### src/sv/tea_pkg.sv
// ----------------------------------------------------------------------------
// tea_pkg: shared types, constants and the TEA mixing function
// Holds the block and key types that pass between the cells and the
// output buffer, the configuration register indexes and the round constant.
// ----------------------------------------------------------------------------
package tea_pkg;

  localparam logic [31:0] DELTA = 32'h9e37_79b9;

  localparam int unsigned CFG_IDX_W = 8;

  localparam logic [CFG_IDX_W-1:0] KEY_W0_IDX = 8'd0;
  localparam logic [CFG_IDX_W-1:0] KEY_W1_IDX = 8'd1;
  localparam logic [CFG_IDX_W-1:0] KEY_W2_IDX = 8'd2;
  localparam logic [CFG_IDX_W-1:0] KEY_W3_IDX = 8'd3;

  typedef struct packed {
    logic        func;
    logic [31:0] left;
    logic [31:0] right;
  } tea_blk_t;

  typedef struct packed {
    logic [31:0] w0;
    logic [31:0] w1;
    logic [31:0] w2;
    logic [31:0] w3;
  } tea_key_t;

  // Half-round mix: ((x << 4) + ka) ^ (x + s) ^ ((x >> 5) + kb), all mod 2^32.
  function automatic logic [31:0] mix(input logic [31:0] x, input logic [31:0] s,
                                      input logic [31:0] ka, input logic [31:0] kb);
    logic [31:0] a;
    logic [31:0] b;
    logic [31:0] c;
    a = (x << 4) + ka;
    b = x + s;
    c = (x >> 5) + kb;
    return a ^ b ^ c;
  endfunction

endpackage

### src/sv/tea_obuf.sv
// ----------------------------------------------------------------------------
// tea_obuf: output register with a skid entry
// Takes the block leaving the last cell and holds it for the result channel.
// The skid entry catches one block while the result side stalls, and the
// chain halts only while that entry is occupied.
// ----------------------------------------------------------------------------
module tea_obuf (
  input  logic              clk,
  input  logic              rst_n,
  input  logic              in_valid,
  input  tea_pkg::tea_blk_t in_blk,
  output logic              full,
  output logic              out_valid,
  input  logic              out_stall,
  output tea_pkg::tea_blk_t out_blk
);

  logic              out_valid_r;
  tea_pkg::tea_blk_t out_blk_r;
  logic              skid_valid_r;
  tea_pkg::tea_blk_t skid_blk_r;
  logic              arrive;

  // A block leaves the chain only while the chain is moving.
  assign arrive = in_valid && !skid_valid_r;

  always_ff @(posedge clk) begin
    if (!rst_n) begin
      out_valid_r  <= 1'b0;
      skid_valid_r <= 1'b0;
    end else if (!out_valid_r || !out_stall) begin
      if (skid_valid_r) begin
        out_blk_r    <= skid_blk_r;
        out_valid_r  <= 1'b1;
        skid_valid_r <= 1'b0;
      end else begin
        out_valid_r <= arrive;
        if (arrive) begin
          out_blk_r <= in_blk;
        end
      end
    end else if (arrive) begin
      skid_blk_r   <= in_blk;
      skid_valid_r <= 1'b1;
    end
  end

  assign full      = skid_valid_r;
  assign out_valid = out_valid_r;
  assign out_blk   = out_blk_r;

`ifndef ASSERT_OFF
  a_skid_behind_out: assert property (@(posedge clk) disable iff (!rst_n)
    skid_valid_r |-> out_valid_r)
    else $error("skid entry holds a block while the output register is empty");

  a_skid_fill_on_stall: assert property (@(posedge clk) disable iff (!rst_n)
    !skid_valid_r && in_valid && out_valid_r && out_stall |=> skid_valid_r)
    else $error("block from the chain was not caught by the skid entry");

  a_skid_drains: assert property (@(posedge clk) disable iff (!rst_n)
    skid_valid_r && !out_stall |=> !skid_valid_r && out_valid_r
      && out_blk_r == $past(skid_blk_r))
    else $error("skid entry did not move into the output register");
`endif

endmodule

### config.mk
export PLATFORM = sky130hd
export DESIGN_NAME = tea_obuf
export DESIGN_NICKNAME = d
export VERILOG_FILES = /design/src/sv/tea_pkg.sv /design/src/sv/tea_obuf.sv
export SDC_FILE = /design/constraint.sdc
export NUM_CORES = 1
export LEC_CHECK = 0
export ABC_AREA = 0
export ABC_CLOCK_PERIOD_IN_PS = 9900
export BUFFER_PORTS_ARGS = -buffer_cell sky130_fd_sc_hd__buf_2
export CORE_UTILIZATION = 23
export CTS_CLUSTER_SIZE = 14
export DETAILED_ROUTE_END_ITERATION = 8
export MAX_ROUTING_LAYER = met4
export PLACE_DENSITY = 0.44
export SLEW_MARGIN = 20
export SYNTH_ARGS = -nofsm -noshare
export SYNTH_HDL_FRONTEND = slang
export SYNTH_SLANG_ARGS = --single-unit
### constraint.sdc
create_clock -name clk -period 9.9 [get_ports clk]
set_input_delay 1.98 -clock clk [delete_from_list [all_inputs] [get_ports clk]]
set_output_delay 1.98 -clock clk [all_outputs]
set_load 0.02 [all_outputs]
## Word-level counts from Yosys, hierarchy flattened

Cells that the tools add are included.
W data, S select, Z words.

- Register bits after elaboration: 132
- Input port bits: 69
- Output and inout port bits: 67
- Word-level logic and storage cells: 22

- Mux-type cells: 3
- Bitwise logic cells: 2
- Reductions and logical operators: 9

Operators with widths:

| cell | count |
|---|---|
| $mux W65 | 2 |
| $reduce_and A3 Y1 | 2 |
| $logic_not A1 Y1 | 3 |
| $not A1 Y1 | 2 |
| $reduce_bool A2 Y1 | 1 |
| $reduce_or A2 Y1 | 1 |
| $logic_and A1 B1 Y1 | 1 |
| $logic_or A1 B1 Y1 | 1 |
| $mux W1 | 1 |

## Longest topological paths before layout

Gate-level depths: netlist of the first run.

- Depth after elaboration: 4
- Gate-level depth with buffers: 5
- Gate-level depth less buffers: 2

## Worst setup path after synthesis of the first run

No wires, ideal clock.

- Path type: input port to flip-flop
- From: in out_stall
- To: reg skid_blk_r[0] (netlist name) (enable)
- Setup time: 0.568 ns
- Arrival: 6.537 ns
- Data required time: 9.332 ns
- Path slack: 2.795 ns
- Stages: 2
- Path buffers: 0
- Cells stage by stage: nand2_1 > nor3_1

- Cells in the longest elaborated chain, start to end: 4

Ends and longest elaborated chain:

| item | line | text |
|---|---|---|
| from (decl) | tea_obuf.sv:14 | `input logic out_stall,` |
| $logic_not A1 Y1 | tea_obuf.sv:31 | `end else if (!out_valid_r \|\| !out_stall) begin` |
| $logic_or A1 B1 Y1 | tea_obuf.sv:31 |  |
| $not A1 Y1 (no line) | n/a |  |
| $reduce_and A3 Y1 (no line) | n/a |  |
| to (signal assigned) | tea_obuf.sv:43 | `skid_blk_r <= in_blk;` |
| to (decl) | tea_obuf.sv:21 | `tea_pkg::tea_blk_t skid_blk_r;` |

Every way passes these cells.
A chain may end at the register's enable or synchronous reset.

## Worst setup path in the final report of the first run

- From: reg skid_valid_r (netlist: full)
- To: out full

RTL lines:

| item | line | text |
|---|---|---|
| from (decl) | tea_obuf.sv:20 | `logic skid_valid_r;` |
| from (signal assigned) | tea_obuf.sv:30 | `skid_valid_r <= 1'b0;` |
| from (signal assigned) | tea_obuf.sv:35 | `skid_valid_r <= 1'b0;` |
| from (signal assigned) | tea_obuf.sv:44 | `skid_valid_r <= 1'b1;` |
| to (decl) | tea_obuf.sv:12 | `output logic full,` |

No word-level cell between the ends.

==> results of run 1 <==
layer usage:
| metal | global-route usage, % | up-vias |
|---|---|---|
| met2 | 13.37 | 88 |
| met3 | 3.323 | 8 |
| li1 | - | 1151 |
| met4 | 4.330 | 0 |
| met1 | 11.80 | 1176 |
| met5 | - | - |
power groups by stage:
stage	registers, mW	clock network [mW]	logic (mW)
after detailed placement	0.653	0	0.0778
after CTS	0.641	0.647	0.0780
after global placement	0.653	0	0.0772
after floorplan	0.669	0	0.0267
after global routing	0.642	0.673	0.0825
final	0.641	0.624	0.0760
cell families after synthesis:
logic type | after synthesis | synth area share (%)
AO/OA/AOI/OAI | 3 | 0.3616
buffers and inverters | 8 | 1.344
multiplexers | 65 | 16.43
AND/OR/NAND/NOR | 5 | 0.4135
flip-flops | 132 | 81.45
cell type report:
class | count | area, um2
flip-flops and latches | 132 | 3948
fillers | 2043 | 14000
multi-input cells | 73 | 849.6
clock inverters | 13 | 160.2
well taps | 270 | 337.8
repair buffers | 139 | 705.7
clock buffers | 18 | 429.2
flip-flops by register name, indices dropped and copies added, names as in the netlist:
register and count:
out_blk 65, full 1, out_valid 1, skid_blk_r 65
through the flow:
step / setup WS (ns) / hold WS (ns) / util, % / area [um2] / std cells
4_1_cts: 6.447 / 0.5478 / 31.47 / 6430 / 645
3_3_place_gp: 6.356 / 0.5261 / 28.59 / 5841 / 614
2_1_floorplan: 2.795 / 0.5231 / - / 4842 / 213
5_1_grt: 6.414 / 0.5530 / 31.47 / 6430 / 645
3_5_place_dp: 6.331 / 0.5305 / 28.59 / 5841 / 614
6_report: 6.533 / 0.5459 / 31.47 / 6430 / 645
path summary, 6_finish.rpt:
check | startpoint | to | slack, ns
hold reg to reg | skid_blk_r[35]$_DFFE_PP_ | out_blk[35]$_DFFE_PP_ | 0.55
setup / recovery | full$_SDFFE_PP0P_ | full | 6.53
setup reg to reg | full$_SDFFE_PP0P_ | out_blk[47]$_DFFE_PP_ | 7.58
hold / removal | skid_blk_r[35]$_DFFE_PP_ | out_blk[35]$_DFFE_PP_ | 0.55
cells in the final DEF (no fill, tap or decap):
cell | netlist | routed
nor3_2 | 0 | 1
clkbuf_16 | 0 | 17
buf_2 | 4 | 135
o21ai_0 | 1 | 1
clkinv_1 | 0 | 1
buf_4 | 0 | 4
edfxtp_1 | 130 | 130
dfxtp_1 | 2 | 1
clkinv_4 | 0 | 2
nor2_1 | 2 | 2
clkinv_2 | 0 | 2
a21boi_0 | 1 | 1
dfxtp_4 | 0 | 1
mux2_4 | 17 | 17
inv_6 | 0 | 1
nand2_1 | 2 | 2
mux2_2 | 48 | 48
clkbuf_1 | 0 | 1
a21oi_4 | 0 | 1
bufinv_16 | 0 | 3
clkinvlp_4 | 0 | 4
==> run metrics, run 1 <==
status finished, final reports clean; Setup Total Neg Slack 0 ns; Slew Limit Fails 0; share of layout cells above drive strength 1 62.93%; # port buffers 135; Starting Density between 20% and 30%; Hold Fails Final Rpt 0; via-per-instance ratio around 3.8; Hold/Removal Path Class reg -> reg; Clock Path Buffers 2; Crit path buffers/inverters 1; drt drc 0; Crit Path Category reg -> out; mean area per synthesized cell between 20 and 25 um2; family with the most delay on the worst path flip-flops; global route overflow 0; antenna cells 0; Post-CTS Resized 0; Period Utilization, post-route between 30% and 40%; combinational share of power under 10%; CTS tree done; die area between 20000 and 25000 um2; number of buffers created by CTS 17; YS warnings 0; Net Sw Power between 200 and 300 uW; largest stage delay on the critical path 0.71 ns; Clock Power Share a little under half; RSZ-0062 raised after global routing no; initial antenna violation count 0; pin slew with the least headroom to its limit 0.9071 ns; Core Footprint a little over 20000 um2; Yosys top cell area share between 80% and 90%; Power Density between 200 and 250 nW/um2; Root Buffer clkbuf_16; Async S/R FF share, synth 0%; Flop pwr share 47.8%; first-pass GRT wire length around 15000 um; uppermost routed layer met4; Seq/Total Area, Yosys around 81%; P_leak between 2 and 2.5 nW; number of synthesized flops with an enable pin 130; Synth-to-Final Area Change 32.79%; RD Place Congestion approximately 0.67; H-tree levels 4; fmax 297.0 MHz; vias in the first global route 2720; Skew-Pair Late Insertion Delay between 0.4 and 0.5 ns; First DRT Iteration DRCs 77; crit path max fanout 35; CTS sink cnt 132; Setup crit start kind flip-flop; Die Width between 100 and 150 um; data required time at the worst endpoint between 7 and 8 ns; CP max stage cell dfxtp_4; Final setup viols 0; Power, Total ~1.3 mW; switch share ~21%; Synth area leaders edfxtp_1 (81%), mux2_2 (11%), mux2_4 (5.3%), buf_6 (0.93%), dfxtp_1 (0.83%); Internal around 1.1 mW; Yosys reg bits approximately 130; Top FF cell, synth edfxtp_1; clock-pin slew on the worst setup and hold paths around 0.05 ns; Layout Nets 432; drt wl/cell between 10 and 15 um; drt total wl between 9000 and 10000 um; Chip Height approximately 150 um; max-cap violation count 0; via count 2423; met1 wire length 4403 um; area leader, netlist edfxtp_1; postcts setup bufs 0; largest net degree at the start of global routing 66; Final min period between 3 and 4 ns; IO Pins between 100 and 150; most frequent cells after synthesis edfxtp_1 (130), mux2_2 (48), mux2_4 (17); num rows 52; Critical Path Stages 1; First-pass DRT Iterations 4; total global routing track utilization a little under a tenth; cts hold-fix bufs 0; Max transition margin 39.52%; hpwl dp 5829 um; Mapped Cells approximately 210; Yosys cell types 12; worst path cell trace buf_2; Clock Skew between 0.005 and 0.006 ns; Critical Path AT approximately 1.4 ns; Critical Path End Type output port; met3 routed WL around 580 um; peak supply drop roughly 0.10 mV; Synthesized Nets about 280; worst reg2reg path depth 3; Final ANT Viol Nets 0; hold path cells 1; most numerous cell in the Yosys netlist edfxtp_1; metal2 WL approximately 4100 um; Synth Cell Area 4842 um2
(Power assumes the default switching activity.)
==> run 2, diff against run 1 <==
--- a/config.mk
+++ b/config.mk
@@ -6,7 +6,7 @@
 export NUM_CORES = 1
 export LEC_CHECK = 0
 export ABC_AREA = 0
-export ABC_CLOCK_PERIOD_IN_PS = 9900
+export ABC_CLOCK_PERIOD_IN_PS = 3300
 export BUFFER_PORTS_ARGS = -buffer_cell sky130_fd_sc_hd__buf_2
 export CORE_UTILIZATION = 23
 export CTS_CLUSTER_SIZE = 14
==> constraint.sdc (replaced) <==
create_clock -name clk -period 3.3 [get_ports clk]
set_input_delay 0.66 -clock clk [delete_from_list [all_inputs] [get_ports clk]]
set_output_delay 0.66 -clock clk [all_outputs]
set_load 0.02 [all_outputs]
==> run metrics, run 2 (synthesized netlist as in run 1, its figures left out) <==
status finished, final reports clean; Chip Height 147.1 um; vias in the first global route between 2000 and 3000; Post-CTS Resized 0; worst path cell trace buf_4 -> buf_2; die area around 22000 um2; Starting Density between 20% and 30%; CTS sink cnt approximately 130; hold path cells 1; largest stage delay on the critical path ~0.75 ns; Setup crit start kind flip-flop; Hold/Removal Path Class in -> reg; final worst setup slack 0.8100 ns; Clock Path Buffers 2; Final ANT Viol Nets 0; First DRT Iteration DRCs 124; data required time at the worst endpoint 2.64 ns; Slew Limit Fails 0; Period Utilization, post-route 75.46%; Power Density roughly 610 nW/um2; num rows 52; drt total wl between 9000 and 10000 um; H-tree levels 4; largest net degree at the start of global routing between 60 and 70; cts hold-fix bufs 0; postcts setup bufs 0; commonest non-fill, non-tap cell in the layout buf_2; Core Footprint around 20000 um2; # port buffers roughly 140; total global routing track utilization about a tenth; Post-Place Cells between 600 and 700; Final setup viols 0; Root Buffer clkbuf_16; RD Place Congestion about 0.67; max-cap violation count 0; Critical Path AT about 1.8 ns; crit path max fanout 67; global route overflow 0; P_leak 2.335 nW; initial antenna violation count 0; pre-CTS WS between 0.3 and 0.4 ns; Critical Path End Type output port; Max transition margin 33.96%; CTS tree done; drt drc 0; Clock Skew 0.009986 ns; via-per-instance ratio 3.787; Setup Total Neg Slack 0 ns; share of layout cells above drive strength 1 about 60%; pin slew with the least headroom to its limit ~0.99 ns; Hold Fails Final Rpt 0; Crit Path Category reg -> out; Final min period 2.490 ns; CP max stage cell buf_4; Layout Nets about 430; Skew-Pair Late Insertion Delay just over 0.4 ns; fmax between 400 and 500 MHz; most frequent cells in the layout buf_2 (135), edfxtp_1 (130), mux2_2 (48); Cell Area, Placed slightly below 6000 um2; hpwl dp around 5800 um; First-pass DRT Iterations 4; RSZ-0062 raised after global routing no; first-pass GRT wire length approximately 15000 um; drt wl/cell 14.42 um; IO Pins approximately 140; final std cell area, no fill 6385 um2; Post-Layout Cell Count roughly 640; peak supply drop around 0.31 mV; antenna cells 0; Core Util, Final 31.25%; number of buffers created by CTS 17; worst reg2reg path depth 3; Synth-to-Final Area Change 31.86%; number of fill cells a little over 2000; via count 2439; clock-pin slew on the worst setup and hold paths around 0.05 ns; Die Width around 150 um
run 2: per-stage QoR:
stage                     hold slack, ns  power (mW)
after global routing              0.4131       4.050
after CTS                         0.4075       3.958
after detailed placement          0.5313       2.193
final                             0.4395       3.889
after floorplan                   0.5231       2.086
after global placement            0.5302       2.193
run 2: layout make-up:
cell class	count	area, um2	area share, %
repair buffers	140	716.9	11.23
multi-input cells	73	855.8	13.40
well taps	270	337.8	5.291
flip-flops and latches	132	3948	61.83
clock inverters	9	90.09	1.411
clock buffers	20	436.7	6.839
run 2: worst max-delay path: cells and delay by family, from the launching register on:
kind	cells	cell delay (ns)
buffers and inverters	2	1.06
DFF	1	0.36
run 2: per-layer routing:
layer	vias to the layer above	track usage, %	share of wire (%)
li1	1150	-	-
met1	1189	11.63	48
met2	93	13.40	45
met3	7	3.820	6.0
met4	0	4.175	1.1
met5	-	-	0
run 2: final timing paths:
check | from | endpoint | slack, ns
hold / removal | in_blk[26] | skid_blk_r[26]$_DFFE_PP_ | 0.44
setup reg to reg | out_valid$_SDFFE_PN0P_ | skid_blk_r[44]$_DFFE_PP_ | 1.40
setup / recovery | full$_SDFFE_PP0P_ | full | 0.81
hold reg to reg | skid_blk_r[49]$_DFFE_PP_ | out_blk[49]$_DFFE_PP_ | 0.54
run 2: report_power, final:
group / switching (mW) / leakage (nW) / internal, mW
combinational: 0.133 / 0.864 / 0.103
sequential: 0.0130 / 1.21 / 1.91
clock: 0.651 / 0.259 / 1.08
