==> src/sv/tea_pkg.sv <==
// ----------------------------------------------------------------------------
// tea_pkg: shared types, constants and the TEA mixing function
// Holds the block and key types that pass between the cells and the
// output buffer, the configuration register indexes and the round constant.
// ----------------------------------------------------------------------------
package tea_pkg;

  localparam logic [31:0] DELTA = 32'h9e37_79b9;

  localparam int unsigned CFG_IDX_W = 8;

  localparam logic [CFG_IDX_W-1:0] KEY_W0_IDX = 8'd0;
  localparam logic [CFG_IDX_W-1:0] KEY_W1_IDX = 8'd1;
  localparam logic [CFG_IDX_W-1:0] KEY_W2_IDX = 8'd2;
  localparam logic [CFG_IDX_W-1:0] KEY_W3_IDX = 8'd3;

  typedef struct packed {
    logic        func;
    logic [31:0] left;
    logic [31:0] right;
  } tea_blk_t;

  typedef struct packed {
    logic [31:0] w0;
    logic [31:0] w1;
    logic [31:0] w2;
    logic [31:0] w3;
  } tea_key_t;

  // Half-round mix: ((x << 4) + ka) ^ (x + s) ^ ((x >> 5) + kb), all mod 2^32.
  function automatic logic [31:0] mix(input logic [31:0] x, input logic [31:0] s,
                                      input logic [31:0] ka, input logic [31:0] kb);
    logic [31:0] a;
    logic [31:0] b;
    logic [31:0] c;
    a = (x << 4) + ka;
    b = x + s;
    c = (x >> 5) + kb;
    return a ^ b ^ c;
  endfunction

endpackage

==> src/sv/tea_cell.sv <==
// ----------------------------------------------------------------------------
// tea_cell: one half-round of the cipher
// Updates one word of the block with the mixed other word and registers the
// result. The round sum is a constant of the cell's position in the chain.
// ----------------------------------------------------------------------------
module tea_cell #(
  parameter int STEP   = 0,
  parameter int ROUNDS = 32
) (
  input  logic              clk,
  input  logic              rst_n,
  input  logic              en,
  input  logic              in_valid,
  input  tea_pkg::tea_blk_t in_blk,
  input  tea_pkg::tea_key_t key,
  output logic              out_valid,
  output tea_pkg::tea_blk_t out_blk
);

  localparam int          RND     = STEP / 2;
  localparam logic        ODD     = 1'(STEP % 2);
  localparam logic [31:0] SUM_ENC = 32'(64'(tea_pkg::DELTA) * 64'(RND + 1));
  localparam logic [31:0] SUM_DEC = 32'(64'(tea_pkg::DELTA) * 64'(ROUNDS - RND));

  logic              valid_r;
  tea_pkg::tea_blk_t blk_r;
  tea_pkg::tea_blk_t blk_nxt;

  logic        upd_left;
  logic [31:0] x;
  logic [31:0] ka;
  logic [31:0] kb;
  logic [31:0] s;
  logic [31:0] m;
  logic [31:0] tgt;
  logic [31:0] res;

  // Encryption updates the left word on even steps; decryption runs the
  // halves in reverse and updates the left word on odd steps.
  always_comb begin
    upd_left = (in_blk.func == ODD);
    x        = upd_left ? in_blk.right : in_blk.left;
    ka       = upd_left ? key.w0 : key.w2;
    kb       = upd_left ? key.w1 : key.w3;
    s        = in_blk.func ? SUM_DEC : SUM_ENC;
    m        = tea_pkg::mix(x, s, ka, kb);
    tgt      = upd_left ? in_blk.left : in_blk.right;
    res      = in_blk.func ? (tgt - m) : (tgt + m);
    blk_nxt  = in_blk;
    if (upd_left) begin
      blk_nxt.left = res;
    end else begin
      blk_nxt.right = res;
    end
  end

  always_ff @(posedge clk) begin
    if (!rst_n) begin
      valid_r <= 1'b0;
    end else if (en) begin
      valid_r <= in_valid;
    end
  end

  always_ff @(posedge clk) begin
    if (en) begin
      blk_r <= blk_nxt;
    end
  end

  assign out_valid = valid_r;
  assign out_blk   = blk_r;

endmodule

==> config.mk <==
export PLATFORM = sky130hd
export DESIGN_NAME = tea_cell
export DESIGN_NICKNAME = d
export VERILOG_FILES = /design/src/sv/tea_pkg.sv /design/src/sv/tea_cell.sv
export SDC_FILE = /design/constraint.sdc
export NUM_CORES = 1
export LEC_CHECK = 0
export BUFFER_PORTS_ARGS = -buffer_cell sky130_fd_sc_hd__buf_4
export CORE_MARGIN = 2
export CORE_UTILIZATION = 61
export CTS_CLUSTER_DIAMETER = 80
export DETAILED_ROUTE_END_ITERATION = 8
export PLACE_DENSITY_LB_ADDON = 0.08
export SLEW_MARGIN = 0
export SYNTH_ARGS = -nofsm -noshare
export SYNTH_HDL_FRONTEND = slang
export SYNTH_SLANG_ARGS = --single-unit
==> constraint.sdc <==
create_clock -name clk -period 29.3 [get_ports clk]
set_input_delay 4.395 -clock clk [delete_from_list [all_inputs] [get_ports clk]]
set_output_delay 4.395 -clock clk [all_outputs]
set_load 0.01 [all_outputs]
# Yosys cells after proc, flatten, opt, wreduce, memory -nomap -nowiden
# Cells that the tools add are included.
[word_totals]
ff_bits = 66
latch_bits = 0
ramBits = 0
romBits = 0
in_bits = 197
out_inout_bits = 66
memories = 0
[classes]
n_addsub = 5
mul = 0
div = 0
magnitude_cmp = 0
eq_ne = 0
n_shift = 0
muxes = 8
bitwise_logic = 2
n_reduce_logical = 0
[op_table]
columns = ["cell", "n"]
rows = [
  ["$mux W32", 7],
  ["$add A32 B32 Y32", 3],
  ["$xor A32 B32 Y32", 2],
  ["$add A27 B32 Y32", 1],
  ["$sub A32 B32 Y32", 1],
  ["$mux W31", 1],
]

# Logic depth before layout (Yosys ltp)
# Gate-level depths: netlist of the first run.
[depth]
ltp_word = 7
mapped_depth = 37
depth_no_buf = 29

# Worst setup path after synthesis of the first run
# Ideal clock, no wire load.
[synth_timing]
path_kind = "input to register"
startpoint = "input port in_blk[64] (netlist bit)"
endpoint = "register blk_r, in the netlist out_blk[63] (data pin)"
setup_ns = 0.274
arrival_ns = 11.964
required_ns = 29.026
slack_ns = 17.061
stages = 36
path_cell_list = "buf_4 > buf_6 > buf_4 > clkbuf_1 > clkbuf_1 > clkbuf_1 > clkbuf_1 > clkbuf_1 > mux2_2 > ha_1 > fa_1 > a21o_1 > a21oi_1 > xnor3_1 > xnor2_1 > xnor2_1 > nor3b_2 > nor3b_2 > and4_1 > inv_1 > nor2_1 > nor2_1 > xnor2_1 > ha_1 > a21oi_1 > o21ai_0 > a21o_1 > a21o_1 > a2111oi_0 > a31oi_1 > o21ai_0 > o21ai_0 > o41ai_1 > xnor2_1 > o311ai_0 > o211ai_1"
[synth_lines]
columns = ["element", "line_no", "text"]
rows = [
  ["start, declared", "tea_cell.sv:14", "input tea_pkg::tea_blk_t in_blk,"],
  ["end signal, assigned", "tea_cell.sv:67", "blk_r <= blk_nxt;"],
  ["end, declared", "tea_cell.sv:26", "tea_pkg::tea_blk_t blk_r;"],
]

==> results of run 1 <==
==> tightest hold or removal path, delay by kind of cell (launching register included) <==
kind / cells / cell delay (ns)
AND/OR/NAND/NOR: 1 / 0.06
multiplexers: 1 / 0.12
flip-flops: 1 / 0.31
==> Yosys cell counts (all sizes together) (7+ instances only) <==
master,instances,area share (%)
xnor2,134,11
o21ai,107,4.8
a21oi,101,4.6
nand2,97,3.3
mux2,96,9.7
ha,95,11
nor2,78,2.6
edfxtp,65,18
inv,53,1.8
xor2,49,3.9
clkbuf,37,1.3
a21o,31,2.1
mux2i,23,2.1
nand2b,22,1.2
a31oi,21,1.2
nor3,21,1.0
nand3,19,0.86
nor2b,19,1.1
o21bai,14,0.95
buf,12,0.74
xnor3,12,2.4
a21boi,11,0.74
and2,10,0.56
nand4,9,0.51
o21a,9,0.61
nor3b,8,0.63
o22ai,8,0.45
o31ai,8,0.54
a211oi,7,0.52
and3,7,0.44
o211ai,7,0.47
or4,7,0.51
==> logic make-up (layout without fill, tap and decap cells) <==
family | count (synthesis) | in the layout | share of synthesized area (%)
muxes | 119 | 119 | 11.8
xor gates and xnor gates | 195 | 195 | 16.9
and+or+nand+nor | 337 | 337 | 15.8
AOI/OAI and AO/OA | 393 | 393 | 22.7
adders and majority gates | 98 | 98 | 11.2
DFF | 66 | 66 | 17.8
buffers and inverters | 102 | 333 | 3.79
==> layout make-up <==
class,count,area share [%]
well taps,229,2.13
flip-flops and latches,66,14.7
clock buffers,10,1.70
repair buffers,266,14.9
inverters,53,1.48
clock inverters,4,0.335
multi-input cells,1142,64.8
==> layer usage <==
metal	track usage [%]	routed length, um
met3	4.66	3230
met1	50.5	15300
met2	51.3	14500
met4	7.87	658
met5	0	0
==> flip-flops by register name, indices dropped and copies added, names as in the netlist <==
register and cells:
out_blk 65, out_valid 1
==> through the flow <==
step | cells | instance area, um^2
6_report | 1770 | 13400
5_1_grt | 1770 | 13400
4_1_cts | 1770 | 13400
3_5_place_dp | 1756 | 13200
3_3_place_gp | 1756 | 13200
2_1_floorplan | 1310 | 11100
==> power breakdown <==
| group | switching (mW) | leakage [nW] | internal [mW] |
|---|---|---|---|
| sequential | 0.0134 | 0.643 | 0.168 |
| combinational | 0.460 | 5.10 | 0.368 |
| clock | 0.0377 | 0.138 | 0.0644 |
==> worst max-delay path by stage <==
stage / to / cells after the start
5_1_grt: out_blk[63]$_DFFE_PP_ / 31
2_1_floorplan: out_blk[63]$_DFFE_PP_ / 36
3_5_place_dp: out_blk[63]$_DFFE_PP_ / 30
6_report: out_blk[63]$_DFFE_PP_ / 31
3_3_place_gp: out_blk[63]$_DFFE_PP_ / 30
4_1_cts: out_blk[63]$_DFFE_PP_ / 30
==> flow_metrics.py, run 1 <==
metrics = {
    "global_route": {
        "grt_max_degree": 98,
        "grt_use_total_pct": 33.6,
        "antenna_found_initial": 0,
        "grt_pass1_wl_um": 53200,
        "overflow": 0,
        "grt_pass1_vias": 10300,
    },
    "timing": {
        "setup_slack_ns": 16.86,
        "post-route-min-period_ns": 12.44,
        "timing.setup.tns_ns": 0,
        "max_slew_margin_pct": 34.8,
        "slew_viol_final": 0,
        "skew_ns": 0,
        "rsz0062_at_grt": "false",
        "fmax_ghz": 0.0804,
        "worst_pin_slew_ns": 0.968,
        "holdWs_ns": 0.532,
        "final_hold_viol_count": 0,
        "fin_crit_sh_pct": 42.4,
        "finalSetupViolations": 0,
    },
    "clocking": {
        "cts-root-buf": "clkbuf_16",
        "clk_pin_slew_ns": 0.05,
        "clock_path_buffers": 2,
        "htree_levels": 3,
        "cts_tree": "done",
        "clock-sinks": 66,
        "ctsResizeCount": 0,
        "clk-insertion-delay-late_ns": 0.33,
        "numCtsBuffers": 9,
        "cts_setup_buffers": 0,
        "cts_hold_buf": 0,
    },
    "die": {
        "die_h_um": 139,
        "die-area_um2": 19300,
        "core_area_um2": 17900,
        "pin_count": 263,
        "initial_core_util_pct": 62.0,
        "die_x_um": 139,
        "rows": 49,
    },
    "synth": {
        "synth_edf_count": 65,
        "ys_seq_area_share_pct": 17.8,
        "yosysWarnings": 0,
        "synth.net_count": 1605,
        "async_flop_share_pct": 0,
        "postSynthAreaPerCell_um2": 8.48,
        "synth_flop_cell": "edfxtp_1",
        "synth_cells": 1310,
        "ys_ff_latch": 66,
        "syn_area_um2": 11100,
        "synth.distinct_cells": 89,
    },
    "power_and_ir_drop": {
        "p_per_area_nw_per_um2": 82.7,
        "finalPower_mw": 1.11,
        "ir_drop_uv": 75.3,
        "p_leak_nw": 5.88,
    },
    "worst_setup_path": {
        "worstPathRequired_ns": 29.36,
        "endpoint_kind": "register",
        "crit_start": "in_blk[64]",
        "cp_slowest_cell": "buf_4",
        "worst_path_largest_cell_delay_ns": 0.82,
        "reg2reg_slack_ns": 28.70,
        "cp.arrival_ns": 12.49,
        "start_kind": "input port",
        "critPathMaxFanout": 97,
        "critical_path_buf_inv_count": 3,
        "r2r-start": "out_valid$_SDFFE_PN0P_",
        "worstReg2RegEnd": "out_valid$_SDFFE_PN0P_",
        "crit_family": "compound AO/OA/AOI/OAI gates",
        "worstSetupPathType": "in -> reg",
        "worst-r2r-cell-count": 2,
    },
    "routing": {
        "vias_per_cell": 6.37,
        "drc": 0,
        "routed_wl_um": 33700,
        "drt_pass1_iterations": 6,
        "wire_per_inst_um": 19.0,
        "drtIter0Drc": 1250,
        "route.vias.total": 11300,
        "ant_nets": 0,
    },
    "cells_and_area": {
        "multiInputGateArea_um2": 8710,
        "fill_cells": 1398,
        "fin_util_pct": 75.1,
        "layout-drive-gt1-share_pct": 26.2,
        "area.sequential_um2": 1970,
        "mostFrequentLayoutCell": "buf_4",
        "most-common-layout-cells": "buf_4, xnor2_1, o21ai_0",
        "final_nets": 1833,
        "syn_to_final_growth_pct": 21.1,
        "antenna_cells": 0,
    },
    "placed_design": {
        "port_buffers": 262,
        "hpwl_um": 27100,
        "gp_congestion": 1.02,
        "dp_slack_ns": 16.78,
    },
    "job": {
        "maxCapViolations": 0,
    },
    "min_path": {
        "hold_end": "out_valid$_SDFFE_PN0P_",
        "whs_path_depth": 2,
        "worstHoldPathType": "reg -> reg",
        "worstHoldStart": "out_valid$_SDFFE_PN0P_",
    },
    "run_status": {
        "status": "completed",
    },
}
Note: power is estimated with default switching activity, not from simulation.
==> run 2: changes to the inputs <==
- CORE_UTILIZATION: 61 -> 57
- clock period: 29.3 -> 12.7 ns (I/O delays scaled with it)
==> run 2 against run 1 <==
Net effect: register-to-register slack got worse by 17 ns; global-route usage decreased by 2.9 points; wire length shrank 2.6%; sequential share of layout area fell by 0.060 points; clock-buffer cell count increased by 1; die area grew 6.8%; worst hold slack got worse by 0.013 ns; combinational power grew 130%; critical endpoint unchanged; largest cell class unchanged.
==> flow_metrics.py, run 2 (synthesis gave the netlist of run 1 again) <==
metrics = {
    "run_status": {
        "status": "completed",
    },
    "clocking": {
        "clk-insertion-delay-late_ns": 0.32,
        "ctsResizeCount": 0,
        "cts_hold_buf": 0,
        "clock-sinks": 66,
        "cts-root-buf": "clkbuf_16",
        "cts_tree": "done",
        "numCtsBuffers": 9,
        "clk_pin_slew_ns": 0.05,
        "cts_setup_buffers": 0,
        "clock_path_buffers": 2,
        "htree_levels": 3,
    },
    "min_path": {
        "whs_path_depth": 2,
        "worstHoldPathType": "reg -> reg",
    },
    "die": {
        "die-area_um2": 20600,
        "pin_count": 263,
        "initial_core_util_pct": 57.6,
        "die_x_um": 144,
        "core_area_um2": 19300,
        "die_h_um": 144,
        "rows": 51,
    },
    "cells_and_area": {
        "most-common-layout-cells": "buf_4, xnor2_1, o21ai_0",
        "multiInputGateArea_um2": 8710,
        "largest_reg_flops": 65,
        "antenna_cells": 0,
        "final_nets": 1834,
        "fill_cells": 1641,
        "area.sequential_um2": 1970,
        "layout-drive-gt1-share_pct": 26.1,
        "mostFrequentLayoutCell": "buf_4",
        "syn_to_final_growth_pct": 21.6,
    },
    "routing": {
        "route.vias.total": 10900,
        "drc": 0,
        "routed_wl_um": 32800,
        "drtIter0Drc": 1005,
        "ant_nets": 0,
        "drt_pass1_iterations": 5,
        "wire_per_inst_um": 18.1,
        "vias_per_cell": 6.04,
    },
    "worst_setup_path": {
        "crit_start": "in_blk[64]",
        "crit_cells": 29,
        "reg2reg_slack_ns": 12.11,
        "worstSetupPathType": "in -> reg",
        "setup.worst_path.end": "out_blk[63]$_DFFE_PP_",
        "r2r-start": "out_valid$_SDFFE_PN0P_",
        "start_kind": "input port",
        "cp_slowest_cell": "buf_4",
        "critPathMaxFanout": 84,
        "endpoint_kind": "register",
        "critical_path_buf_inv_count": 3,
        "worst-r2r-cell-count": 2,
        "worst_path_largest_cell_delay_ns": 0.72,
        "worstPathRequired_ns": 12.76,
        "crit_family": "simple AND/OR/NAND/NOR gates",
        "cp.arrival_ns": 9.90,
        "worstReg2RegEnd": "out_valid$_SDFFE_PN0P_",
    },
    "global_route": {
        "overflow": 0,
        "grt_pass1_wl_um": 50100,
        "grt_use_total_pct": 30.7,
        "antenna_found_initial": 0,
        "grt_max_degree": 85,
        "grt_pass1_vias": 9682,
    },
    "timing": {
        "timing.setup.tns_ns": 0,
        "fmax_ghz": 0.102,
        "holdWs_ns": 0.518,
        "final_hold_viol_count": 0,
        "max_slew_margin_pct": 36.3,
        "post-route-min-period_ns": 9.84,
        "fin_crit_sh_pct": 77.4,
        "slew_viol_final": 0,
        "skew_ns": 0,
        "worst_pin_slew_ns": 0.945,
        "rsz0062_at_grt": "false",
        "finalSetupViolations": 0,
    },
    "placed_design": {
        "hpwl_um": 27100,
        "gp_congestion": 1.01,
        "port_buffers": 262,
    },
    "job": {
        "maxCapViolations": 0,
    },
    "power_and_ir_drop": {
        "p_leak_nw": 5.89,
        "ir_drop_uv": 83.0,
        "p_per_area_nw_per_um2": 188,
    },
}
[run 2: through the flow]
stage	setup slack (ns)	total power [mW]	cell area, um^2	utilization (%)	std cells
after global routing	2.22	2.74	13500	70.1	1808
after CTS	3.04	2.51	13500	70.1	1808
final	2.86	2.54	13500	70.1	1808
after floorplan	2.95	1.77	11100	-	1310
after detailed placement	2.71	2.27	13200	68.6	1793
after global placement	2.87	2.24	13200	68.6	1793
[run 2: per-layer routing]
layer | share of wire, % | GRT usage (%) | vias to the layer above | wire [um]
met3 | 8.5 | 3.57 | 42 | 2800
met4 | 2.2 | 7.43 | 0 | 719
li1 | - | - | 5337 | -
met2 | 42 | 45.0 | 536 | 13700
met5 | 0 | 0 | - | 0
met1 | 48 | 47.8 | 5003 | 15600
[run 2: how the worst min path moves through the flow]
stage	end	startpoint	slack, ns
2_1_floorplan	out_valid$_SDFFE_PN0P_	out_valid$_SDFFE_PN0P_	0.54
3_3_place_gp	out_valid$_SDFFE_PN0P_	out_valid$_SDFFE_PN0P_	0.50
3_5_place_dp	out_valid$_SDFFE_PN0P_	out_valid$_SDFFE_PN0P_	0.51
4_1_cts	out_valid$_SDFFE_PN0P_	out_valid$_SDFFE_PN0P_	0.53
5_1_grt	out_valid$_SDFFE_PN0P_	out_valid$_SDFFE_PN0P_	0.54
6_report	out_valid$_SDFFE_PN0P_	out_valid$_SDFFE_PN0P_	0.52
[run 2: area by class of cell]
cell class | instances | share of cell area (%)
Tap cell | 265 | 2.46
Clock buffer | 11 | 1.72
Inverter | 53 | 1.47
Clock inverter | 4 | 0.324
Timing Repair Buffer | 267 | 14.9
Multi-Input combinational cell | 1142 | 64.5
Sequential cell | 66 | 14.6
[run 2: report_power, final]
group | leakage [nW] | total [mW] | internal (mW) | switching [mW]
clock network | 0.137 | 0.228 | 0.149 | 0.0793
registers | 0.643 | 0.415 | 0.388 | 0.0267
logic | 5.11 | 1.89 | 0.849 | 1.05
total | 5.89 | 2.54 | 1.39 | 1.15
[run 2: worst min-delay path, cell delays in order, from the launching register on]
cell and delay (ns):
dfxtp_1 0.33, mux2i_1 0.07, nor2b_1 0.09
==> run 3: changes to the inputs <==
- clock period: 12.7 -> 10.3 ns (I/O delays scaled with it)
==> run 3 against run 2 <==
Net effect: register-to-register slack worse by 2.4 ns; clock-buffer cell count stayed put; critical path type unchanged; worst hold slack better by 0.030 ns; first-iteration DRC count is 17% higher; largest cell class unchanged; largest power group unchanged.
==> flow_metrics.py, run 3 (synthesis gave the netlist of run 1 again) <==
metrics = {
    "run_status": {
        "status": "completed",
    },
    "worst_setup_path": {
        "cp.arrival_ns": 8.96,
        "worstSetupPathType": "in -> reg",
        "worst-r2r-cell-count": 2,
        "reg2reg_slack_ns": 9.69,
        "cp_slowest_cell": "mux2i_1",
        "crit_family": "simple AND/OR/NAND/NOR gates",
        "worstReg2RegEnd": "out_valid$_SDFFE_PN0P_",
        "critical_path_buf_inv_count": 2,
        "start_kind": "input port",
        "endpoint_kind": "register",
        "worstPathRequired_ns": 10.36,
        "critPathMaxFanout": 123,
        "r2r-start": "out_valid$_SDFFE_PN0P_",
        "worst_path_largest_cell_delay_ns": 0.62,
    },
    "global_route": {
        "grt_max_degree": 124,
        "grt_pass1_vias": 9834,
        "grt_use_total_pct": 32.1,
        "antenna_found_initial": 0,
        "overflow": 0,
        "grt_pass1_wl_um": 51900,
    },
    "cells_and_area": {
        "final_nets": 1834,
        "largest_reg_flops": 65,
        "layout-drive-gt1-share_pct": 26.3,
        "stdcell_count": 1809,
        "antenna_cells": 0,
        "most-common-layout-cells": "buf_4, xnor2_1, o21ai_0",
        "mostFrequentLayoutCell": "buf_4",
        "syn_to_final_growth_pct": 21.9,
    },
    "power_and_ir_drop": {
        "power.share.clock_pct": 9.5,
        "p_leak_nw": 5.90,
        "p_switching_mw": 1.44,
        "pwr-share-seq_pct": 16.3,
        "finalPower_mw": 3.16,
        "p_per_area_nw_per_um2": 233,
        "p_int_mw": 1.72,
        "sw_frac_of_total_pct": 45.5,
        "ir_drop_uv": 124,
        "combPwrFrac_pct": 74.2,
    },
    "die": {
        "pin_count": 263,
        "die_x_um": 144,
        "die_h_um": 144,
        "rows": 51,
        "initial_core_util_pct": 57.6,
        "die-area_um2": 20600,
        "core_area_um2": 19300,
    },
    "clocking": {
        "clk-insertion-delay-late_ns": 0.32,
        "cts_setup_buffers": 0,
        "clk_pin_slew_ns": 0.05,
        "cts_tree": "done",
        "ctsResizeCount": 0,
        "numCtsBuffers": 9,
        "clock_path_buffers": 2,
        "cts-root-buf": "clkbuf_16",
        "htree_levels": 3,
        "cts_hold_buf": 0,
        "clock-sinks": 66,
    },
    "timing": {
        "slew_viol_final": 0,
        "max_slew_margin_pct": 27.9,
        "holdWs_ns": 0.548,
        "timing.setup.tns_ns": 0,
        "post-route-min-period_ns": 8.90,
        "fmax_ghz": 0.112,
        "skew_ns": 0,
        "worst_pin_slew_ns": 1.07,
        "final_hold_viol_count": 0,
        "rsz0062_at_grt": "false",
        "setup_slack_ns": 1.40,
        "fin_crit_sh_pct": 86.4,
        "finalSetupViolations": 0,
    },
    "placed_design": {
        "dp_slack_ns": 1.24,
        "gp_congestion": 0.972,
        "port_buffers": 262,
        "hpwl_um": 28000,
        "numPlacedInstances": 1793,
    },
    "routing": {
        "vias_per_cell": 6.09,
        "drc": 0,
        "routed_wl_um": 34400,
        "drt_pass1_iterations": 6,
        "route.vias.total": 11000,
        "wire_per_inst_um": 19.0,
        "ant_nets": 0,
        "drtIter0Drc": 1174,
    },
    "min_path": {
        "worstHoldPathType": "reg -> reg",
        "worstHoldStart": "out_valid$_SDFFE_PN0P_",
        "hold_end": "out_valid$_SDFFE_PN0P_",
        "whs_path_depth": 2,
    },
    "job": {
        "maxCapViolations": 0,
    },
}
[run 3: worst max-delay path by stage]
stage / slack, ns / startpoint / depth (start not counted) / to
floorplan: 0.91 / in_blk[64] / 36 / out_blk[63]$_DFFE_PP_
global placement: 1.38 / in_blk[64] / 28 / out_blk[63]$_DFFE_PP_
detailed placement: 1.24 / in_blk[64] / 28 / out_blk[63]$_DFFE_PP_
CTS: 1.55 / in_blk[64] / 28 / out_blk[63]$_DFFE_PP_
global route: 0.72 / in_blk[64] / 29 / out_blk[63]$_DFFE_PP_
finish: 1.40 / in_blk[64] / 28 / out_blk[63]$_DFFE_PP_
[run 3: final cells by class]
class / count / area, um^2
Clock buffer: 11 / 243
Clock inverter: 5 / 53.8
Fill cell: 1624 / 5730
Inverter: 53 / 199
Multi-Input combinational cell: 1142 / 8710
Sequential cell: 66 / 1970
Tap cell: 265 / 332
Timing Repair Buffer: 267 / 2020
[run 3: power groups by stage]
stage | clock network (mW) | logic (mW) | registers [mW]
finish | 0.300 | 2.35 | 0.515
global route | 0.312 | 2.58 | 0.526
detailed placement | 0 | 2.28 | 0.517
floorplan | 0 | 1.60 | 0.579
CTS | 0.300 | 2.31 | 0.517
global placement | 0 | 2.25 | 0.514
[run 3: metal layers]
metal	vias up	track usage, %	share of wire (%)
met5	-	0	0
met2	538	48.2	43
met4	0	6.14	1.0
met3	30	3.50	8.9
met1	5118	49.7	47
li1	5324	-	-
[run 3: tightest hold or removal path, delay by kind of cell (launching register included)]
| kind | cells | cell delay, ns |
|---|---|---|
| flip-flops | 1 | 0.31 |
| multiplexers | 1 | 0.13 |
| AND/OR/NAND/NOR | 1 | 0.06 |
[run 3: through the flow]
step	cell area [um^2]	utilization, %
floorplan	11100	-
global placement	13200	68.7
detailed placement	13200	68.7
CTS	13500	70.2
global route	13500	70.2
finish	13500	70.2
